## src/sv/nse_pkg.sv

```systemverilog
`timescale 1ns / 1ps
// ----------------------------------------------------------------------------
// nse_pkg
// Shared constants and types for the nonzero span extractor.
// ----------------------------------------------------------------------------
package nse_pkg;

	localparam int LINE_BYTES  = 64;
	localparam int FRAME_LINES = 252;

	localparam int BYTE_W = 8;
	localparam int COL_W  = 6;
	localparam int LINE_W = 8;
	localparam int LEN_W  = 7;
	localparam int GAP_W  = 6;

	localparam logic [GAP_W-1:0]  GAP_RESET = GAP_W'(7);
	localparam logic [COL_W-1:0]  LAST_COL  = COL_W'(LINE_BYTES - 1);
	localparam logic [LINE_W-1:0] LAST_LINE = LINE_W'(FRAME_LINES - 1);

	typedef struct packed {
		logic [LINE_W-1:0] line_index;
		logic [COL_W-1:0]  first_column;
		logic [LEN_W-1:0]  span_length;
	} span_t;

	typedef struct packed {
		logic              valid;
		logic [BYTE_W-1:0] pixel_byte;
	} step_t;

	typedef struct packed {
		logic  emit;
		span_t span;
	} span_res_t;

endpackage

```

## src/sv/nse_if.sv

```systemverilog
`timescale 1ns / 1ps
// ----------------------------------------------------------------------------
// nse_if
// Valid/ready channels of the nonzero span extractor.
// ----------------------------------------------------------------------------
interface nse_pixel_if import nse_pkg::*; ();
	logic              valid;
	logic              ready;
	logic [BYTE_W-1:0] pixel_byte;

	modport source (output valid, output pixel_byte, input ready);
	modport sink   (input valid, input pixel_byte, output ready);
endinterface

interface nse_span_if import nse_pkg::*; ();
	logic              valid;
	logic              ready;
	logic [LINE_W-1:0] line_index;
	logic [COL_W-1:0]  first_column;
	logic [LEN_W-1:0]  span_length;

	modport source (output valid, output line_index, output first_column,
		output span_length, input ready);
	modport sink   (input valid, input line_index, input first_column,
		input span_length, output ready);
endinterface

interface nse_cfg_if import nse_pkg::*; ();
	logic             valid;
	logic             ready;
	logic [GAP_W-1:0] gap_limit;

	modport source (output valid, output gap_limit, input ready);
	modport sink   (input valid, input gap_limit, output ready);
endinterface

```

## src/sv/nse_core.sv

```systemverilog
`timescale 1ns / 1ps
// ----------------------------------------------------------------------------
// nse_core
// Column/line counters, open-span state and the per-byte emit decision.
// ----------------------------------------------------------------------------
module nse_core import nse_pkg::*; (
	input  logic             clk,
	input  logic             arst_n,
	input  step_t            step,
	input  logic [GAP_W-1:0] gap_limit,
	output span_res_t        res
);

	logic [COL_W-1:0]  column_q;
	logic [LINE_W-1:0] line_q;
	logic              open_q;
	logic [COL_W-1:0]  start_q;
	logic [COL_W-1:0]  last_q;

	logic              lit;
	logic              at_end;
	logic [COL_W-1:0]  gap;
	logic              close_gap;
	logic              open_mid;
	logic [COL_W-1:0]  start_n;
	logic [COL_W-1:0]  last_n;

	always_comb begin
		lit       = step.pixel_byte != '0;
		at_end    = column_q == LAST_COL;
		gap       = column_q - last_q;
		close_gap = open_q && !lit && ({2'b00, gap} >= {2'b00, gap_limit});
		open_mid  = open_q;
		start_n   = start_q;
		last_n    = last_q;
		if (!open_q) begin
			if (lit) begin
				open_mid = 1'b1;
				start_n  = column_q;
				last_n   = column_q;
			end
		end else if (lit) begin
			last_n = column_q;
		end else if (close_gap) begin
			open_mid = 1'b0;
		end

		// flush an open span on the last byte of the line
		res.emit              = close_gap || (at_end && open_mid);
		res.span.line_index   = line_q;
		res.span.first_column = start_n;
		res.span.span_length  = {1'b0, last_n} - {1'b0, start_n} + LEN_W'(1);
	end

	always_ff @(posedge clk or negedge arst_n) begin
		if (!arst_n) begin
			column_q <= '0;
			line_q   <= '0;
			open_q   <= 1'b0;
			start_q  <= '0;
			last_q   <= '0;
		end else if (step.valid) begin
			start_q <= start_n;
			last_q  <= last_n;
			if (at_end) begin
				open_q   <= 1'b0;
				column_q <= '0;
				line_q   <= (line_q == LAST_LINE) ? '0 : line_q + LINE_W'(1);
			end else begin
				open_q   <= open_mid;
				column_q <= column_q + COL_W'(1);
			end
		end
	end

endmodule

```

## src/sv/nonzero_span_extractor_top.sv

```systemverilog
`timescale 1ns / 1ps
// ----------------------------------------------------------------------------
// nonzero_span_extractor_top
// Finds spans of nonzero framebuffer bytes per line and reports each span;
// zero gaps shorter than gap_limit do not end a span.
//   channel    dir  fields                                    handshake
//   pixel_in   in   pixel_byte[7:0]                           valid/ready
//   span_out   out  line_index[7:0] first_column[5:0]
//                   span_length[6:0]                          valid/ready
//   cfg        in   gap_limit[5:0]                            valid/ready
//
// One byte per cycle while span_out is not stalled; the span a byte closes is
// decided from the input register and captured in the span register, from
// which it leaves on span_out.
// Reset clears counters, span state and both valid flags; gap_limit comes up 7.
// A stalled span register holds the input register; the input accepts a new
// beat whenever its register is empty or moving on in the same cycle.
// cfg is always ready.
// ----------------------------------------------------------------------------
module nonzero_span_extractor_top import nse_pkg::*; (
	input  logic       clk,
	input  logic       arst_n,
	nse_pixel_if.sink  pixel_in,
	nse_span_if.source span_out,
	nse_cfg_if.sink    cfg
);

	logic              valid_s1;
	logic [BYTE_W-1:0] byte_s1;
	logic              out_valid_q;
	span_t             span_q;
	logic [GAP_W-1:0]  gap_limit_q;
	logic              advance;
	step_t             step;
	span_res_t         res;

	assign advance         = !out_valid_q || span_out.ready;
	assign pixel_in.ready  = !valid_s1 || advance;
	assign cfg.ready       = 1'b1;
	assign step.valid      = valid_s1 && advance;
	assign step.pixel_byte = byte_s1;

	always_ff @(posedge clk or negedge arst_n) begin
		if (!arst_n) begin
			gap_limit_q <= GAP_RESET;
		end else if (cfg.valid) begin
			gap_limit_q <= cfg.gap_limit;
		end
	end

	// input register
	always_ff @(posedge clk or negedge arst_n) begin
		if (!arst_n) begin
			valid_s1 <= 1'b0;
		end else if (pixel_in.ready) begin
			valid_s1 <= pixel_in.valid;
		end
	end

	always_ff @(posedge clk) begin
		if (pixel_in.ready) begin
			byte_s1 <= pixel_in.pixel_byte;
		end
	end

	nse_core u_core (
		.clk       (clk),
		.arst_n    (arst_n),
		.step      (step),
		.gap_limit (gap_limit_q),
		.res       (res)
	);

	// span register
	always_ff @(posedge clk or negedge arst_n) begin
		if (!arst_n) begin
			out_valid_q <= 1'b0;
		end else if (advance) begin
			out_valid_q <= step.valid && res.emit;
		end
	end

	always_ff @(posedge clk) begin
		if (advance) begin
			span_q <= res.span;
		end
	end

	assign span_out.valid        = out_valid_q;
	assign span_out.line_index   = span_q.line_index;
	assign span_out.first_column = span_q.first_column;
	assign span_out.span_length  = span_q.span_length;

	a_len_range: assert property (@(posedge clk) disable iff (!arst_n)
		out_valid_q |-> (span_q.span_length != '0) &&
			({1'b0, span_q.span_length} <= 8'(LINE_BYTES)))
		else $error("span length out of range");

	a_within_line: assert property (@(posedge clk) disable iff (!arst_n)
		out_valid_q |-> ((8'(span_q.first_column) + 8'(span_q.span_length))
			<= 8'(LINE_BYTES)))
		else $error("span runs past end of line");

	a_emit_lands: assert property (@(posedge clk) disable iff (!arst_n)
		(step.valid && res.emit) |=> out_valid_q)
		else $error("emitted span not registered");

	a_hold_s1: assert property (@(posedge clk) disable iff (!arst_n)
		(valid_s1 && !advance) |=> (valid_s1 && $stable(byte_s1)))
		else $error("stalled byte lost from input register");

endmodule
```

## src/flat_wrapper.sv

```systemverilog
// flat-port wrapper written by rule: the top's interface ports become plain ports
module nonzero_span_extractor_top_flat import nse_pkg::*;
  (clk, arst_n, pixel_in_valid, pixel_in_pixel_byte, pixel_in_ready, span_out_valid, span_out_line_index, span_out_first_column, span_out_span_length, span_out_ready, cfg_valid, cfg_gap_limit, cfg_ready);
  nse_pixel_if pixel_in_i ();
  nse_span_if span_out_i ();
  nse_cfg_if cfg_i ();
  input  logic clk;
  input  logic arst_n;
  input wire logic [$bits(pixel_in_i.valid)-1:0] pixel_in_valid;
  input wire logic [$bits(pixel_in_i.pixel_byte)-1:0] pixel_in_pixel_byte;
  output wire logic [$bits(pixel_in_i.ready)-1:0] pixel_in_ready;
  output wire logic [$bits(span_out_i.valid)-1:0] span_out_valid;
  output wire logic [$bits(span_out_i.line_index)-1:0] span_out_line_index;
  output wire logic [$bits(span_out_i.first_column)-1:0] span_out_first_column;
  output wire logic [$bits(span_out_i.span_length)-1:0] span_out_span_length;
  input wire logic [$bits(span_out_i.ready)-1:0] span_out_ready;
  input wire logic [$bits(cfg_i.valid)-1:0] cfg_valid;
  input wire logic [$bits(cfg_i.gap_limit)-1:0] cfg_gap_limit;
  output wire logic [$bits(cfg_i.ready)-1:0] cfg_ready;
  assign pixel_in_i.valid = pixel_in_valid;
  assign pixel_in_i.pixel_byte = pixel_in_pixel_byte;
  assign pixel_in_ready = pixel_in_i.ready;
  assign span_out_valid = span_out_i.valid;
  assign span_out_line_index = span_out_i.line_index;
  assign span_out_first_column = span_out_i.first_column;
  assign span_out_span_length = span_out_i.span_length;
  assign span_out_i.ready = span_out_ready;
  assign cfg_i.valid = cfg_valid;
  assign cfg_i.gap_limit = cfg_gap_limit;
  assign cfg_ready = cfg_i.ready;
  nonzero_span_extractor_top u_core (.clk(clk), .arst_n(arst_n), .pixel_in(pixel_in_i), .span_out(span_out_i), .cfg(cfg_i));
endmodule
```

## config.mk

```make
export PLATFORM = sky130hd
export DESIGN_NAME = nonzero_span_extractor_top_flat
export DESIGN_NICKNAME = d
export VERILOG_FILES = /design/src/sv/nse_pkg.sv /design/src/sv/nse_if.sv /design/src/sv/nse_core.sv /design/src/sv/nonzero_span_extractor_top.sv /design/src/flat_wrapper.sv
export SDC_FILE = /design/constraint.sdc
export NUM_CORES = 1
export LEC_CHECK = 0
export ABC_AREA = 1
export ABC_CLOCK_PERIOD_IN_PS = 2600
export BUFFER_PORTS_ARGS = -buffer_cell sky130_fd_sc_hd__buf_2
export CAP_MARGIN = 20
export CORE_ASPECT_RATIO = 1.2
export CORE_MARGIN = 10
export CORE_UTILIZATION = 46
export CTS_BUF_LIST = sky130_fd_sc_hd__clkbuf_8
export CTS_CLUSTER_DIAMETER = 50
export CTS_CLUSTER_SIZE = 14
export DETAILED_ROUTE_END_ITERATION = 8
export GPL_TIMING_DRIVEN = 0
export PLACE_DENSITY_LB_ADDON = 0.3
export SYNTH_ARGS = -nofsm -noshare
export SYNTH_HDL_FRONTEND = slang
export SYNTH_HIERARCHICAL = 1
export SYNTH_SLANG_ARGS = --single-unit
```

## constraint.sdc

```tcl
create_clock -name clk -period 2.6 [get_ports clk]
set_clock_uncertainty 0.1 [all_clocks]
set_input_delay 0.39 -clock clk [delete_from_list [all_inputs] [get_ports clk]]
set_output_delay 0.39 -clock clk [all_outputs]
set_load 0.005 [all_outputs]
```

==> summary.txt <==
Outcome
  • Outcome: finished clean

Floorplanning
  • Core footprint: 7320 um^2
  • Die footprint: 11400 um^2
  • Initial Util: 47.4%
  • Die span in x: 99.3 um
  • Die height: 115 um
  • # rows: 34
  • Ports: 43

Layout
  • N_diodes: 0
  • Fin cells: 555
  • Area grow syn2layout: 24.9%
  • Multi-input gate area: 1580 um^2
  • Storage element area: 1750 um^2
  • Nets: 505
  • Finished Core Util: 59.3%
  • Ratio of cells with drive above 1 in the final layout: 28.8%
  • Fillers: 638

Routing
  • DRT Wirelength: 7340 um
  • DR pass1 iterations: 4
  • Initial drt markers: 149
  • Vias per cell: 4.86
  • DRC: 0
  • Wirelength per Cell: 13.2 um
  • Post-route ant nets: 0
  • Vias: 2700

Setup path
  • Worst path cell trace: nor2_2 -> nand2_2 -> o21ai_4 -> buf_6 -> nand2_1 -> nand2_2 -> ha_2 -> ha_4 -> inv_2 -> fa_2 -> o21ai_2 -> xor2_1
  • Worst-path fanout max: 5
  • Critical path arrival: 2.53 ns
  • Crit path kind: flip-flop to flip-flop
  • Crit-path max cell delay: 0.41 ns
  • Kind of start point of the critical path: flip-flop
  • CP most frequent cell: nand2_2
  • WP data required: 2.60 ns
  • Register-to-register path setup slack: 0.07 ns
  • Critical Path Slowest Stage Cell: edfxtp_1
  • Setup crit end kind: flip-flop

Timing
  • Min Tclk post-route: 2.53 ns
  • Slew Viols, Final: 0
  • Setup TNS: 0 ns
  • Worst setup margin: 0.0699 ns
  • Maximum clock rate: 0.395 GHz
  • Part of the cycle the worst path needs: 97.3%
  • Relative slew slack: 37.8%
  • Worst Max-Slew Pin Slew: 0.931 ns
  • RSZ-0062 raised after global routing: yes
  • Final hold viol count: 0
  • Final setup violation count: 0

Clock tree
  • CTS Sinks: 64
  • CTS Buf Count: 9
  • Clock tree from TritonCTS: done
  • Clock slew seen by the registers of the worst setup and hold paths: 0.08 ns
  • CTS Root Cell: clkbuf_8
  • CTS Buffer Depth: 2
  • CTS H-tree lvls: 3
  • Clk Latency, worst-skew pair: 0.34 ns

Global route
  • Total track usage: 12.8%
  • First-pass GRT wire length: 11900 um
  • Initial antenna violation count: 0
  • Largest net degree at the start of global routing: 36
  • Vias in the first global route: 2701
  • Overflow after GRT: 0

Power
  • Pwr dens: 1250 nW/um^2
  • Leakage: 2.18 nW
  • Worst vdd ir: 0.000690 V

Synth
  • Syn Nets: 436
  • Synth Register Bits: 64
  • Leading post-synthesis cells by cell area: edfxtp_1 (25%), dfrtp_1 (23%), nand2_1 (12%)
  • Post-synth EDFFs: 29
  • Ys flop type: dfrtp_1
  • Area leader, netlist: edfxtp_1
  • Gate Count Post-Synth: 391
  • Syn avg cell area: 8.88 um^2
  • Asr flop ratio synth: 54.7%
  • Yosys top cell area share: 25.1%
  • Register area share after synthesis: 50.4%
  • Number of library cell types mapped by synthesis: 32
  • Synth warn: 6
  • Cell Area, Synth: 3470 um^2

Placed design
  • Final HPWL DP: 5100 um
  • Inst Count DP: 522
  • Placer Congestion: 0.821
  • Setup WS pre-CTS: -0.296 ns
  • Port Buf Inserts: 41

Run
  • Max-cap violations: 0

Worst hold path
  • Hold/Removal Path Class: input port to async pin
## cell usage in the layout (no fill, tap or decap), types with 12 or more instances in the layout
cell type and count:
dfrtp_1 29, o21ai_0 13, inv_1 66, edfxtp_1 29, nor2_1 12, buf_4 18
ha_1 14, nand2_1 105, buf_2 41, nand3_1 26
## cell usage after synthesis, types with 2 or more instances
cell	n
a21oi_1	10
and2_1	2
buf_4	2
buf_6	3
dfrtp_1	32
dfstp_2	3
edfxtp_1	29
fa_1	2
ha_1	24
inv_1	70
nand2_1	114
nand3_1	26
nand3_2	2
nand4_1	8
nor2_1	18
o21ai_0	14
o21ai_1	3
o21ai_2	6
or2_2	2
xnor2_1	5
xor2_1	5
## sequential cells by signal, summed over array words and instances, names as in the netlist
name	cells
u_core/gap_limit_q	6
u_core/u_core/last_q	6
u_core/span_out.span_length	7
u_core/valid_s1	1
u_core/u_core/start_q	6
u_core/span_out.first_column	6
u_core/u_core/line_q	8
u_core/span_out.valid	1
u_core/span_out.line_index	8
u_core/byte_s1	8
u_core/u_core/column_q	6
u_core/u_core/open_q	1
## routing by layer
metal / share of wire (%) / wire length [um] / GRT usage (%)
met2: 50 / 3680 / 21.6
met3: 5.9 / 433 / 3.78
met1: 41 / 3030 / 14.5
met5: 0 / 0 / 0
met4: 2.6 / 192 / 6.51
## cells by family after synthesis
kind of cell | count (synthesis) | synth area share, %
AND/OR/NAND/NOR | 175 | 21.6
buffers and inverters | 78 | 9.30
flip-flops | 64 | 50.4
AO/OA/AOI/OAI | 37 | 6.24
adder cells (fa/ha/maj) | 26 | 9.81
XOR/XNOR | 10 | 2.52
other | 1 | 0.108
## per-stage QoR
step	area (um^2)	hold slack [ns]	total power, W
after floorplan	3470	-0.00559	0.00329
after CTS	4060	0.0670	0.00492
after detailed placement	3790	0.352	0.00389
after global routing	4340	0.0986	0.00591
after global placement	3790	0.348	0.00378
final	4340	0.0458	0.00541
## critical path: cells and delay by family, from the launching register on
family,cells,cell delay [ns]
XOR/XNOR,1,0.08
AND/OR/NAND/NOR,4,0.38
adder cells (fa/ha/maj),3,0.75
buffers and inverters,2,0.19
AO/OA/AOI/OAI,2,0.39
flip-flops,1,0.41
## worst paths after layout
kind | endpoint | start | depth (start not counted)
max | u_core/span_out.span_length[5] | u_core/byte_s1[0] | 12
min | u_core/valid_s1 | arst_n | 1
max reg2reg | u_core/span_out.span_length[5] | u_core/byte_s1[0] | 12
min reg2reg | u_core/gap_limit_q[0] | u_core/gap_limit_q[0] | 2
max in group asynchronous | u_core/u_core/column_q[4] | arst_n | 1
min in group clk | u_core/byte_s1[5] | pixel_in_pixel_byte[5] | 1
## power breakdown
group / internal, W / switching, W / total [W]
Combinational: 0.00130 / 0.00145 / 0.00276
Sequential: 0.00150 / 0.000212 / 0.00171
Clock: 0.000541 / 0.000408 / 0.000949
## repair_timing
action	CTS	global route
hold buffers	0	0
gates resized for setup	7	40
pin swaps	4	19
endpoints found under the setup margin	4	7
buffers inserted	3	14
## cell type report
type / count / share of cell area, %
Timing Repair Buffer: 58 / 7.76
Clock inverter: 7 / 2.19
Clock buffer: 9 / 2.86
Multi-Input combinational cell: 249 / 36.5
Sequential cell: 64 / 40.5
Tap cell: 90 / 2.60
Buffer: 7 / 1.30
Inverter: 71 / 6.29
Power figures use the tool's default switching activity.
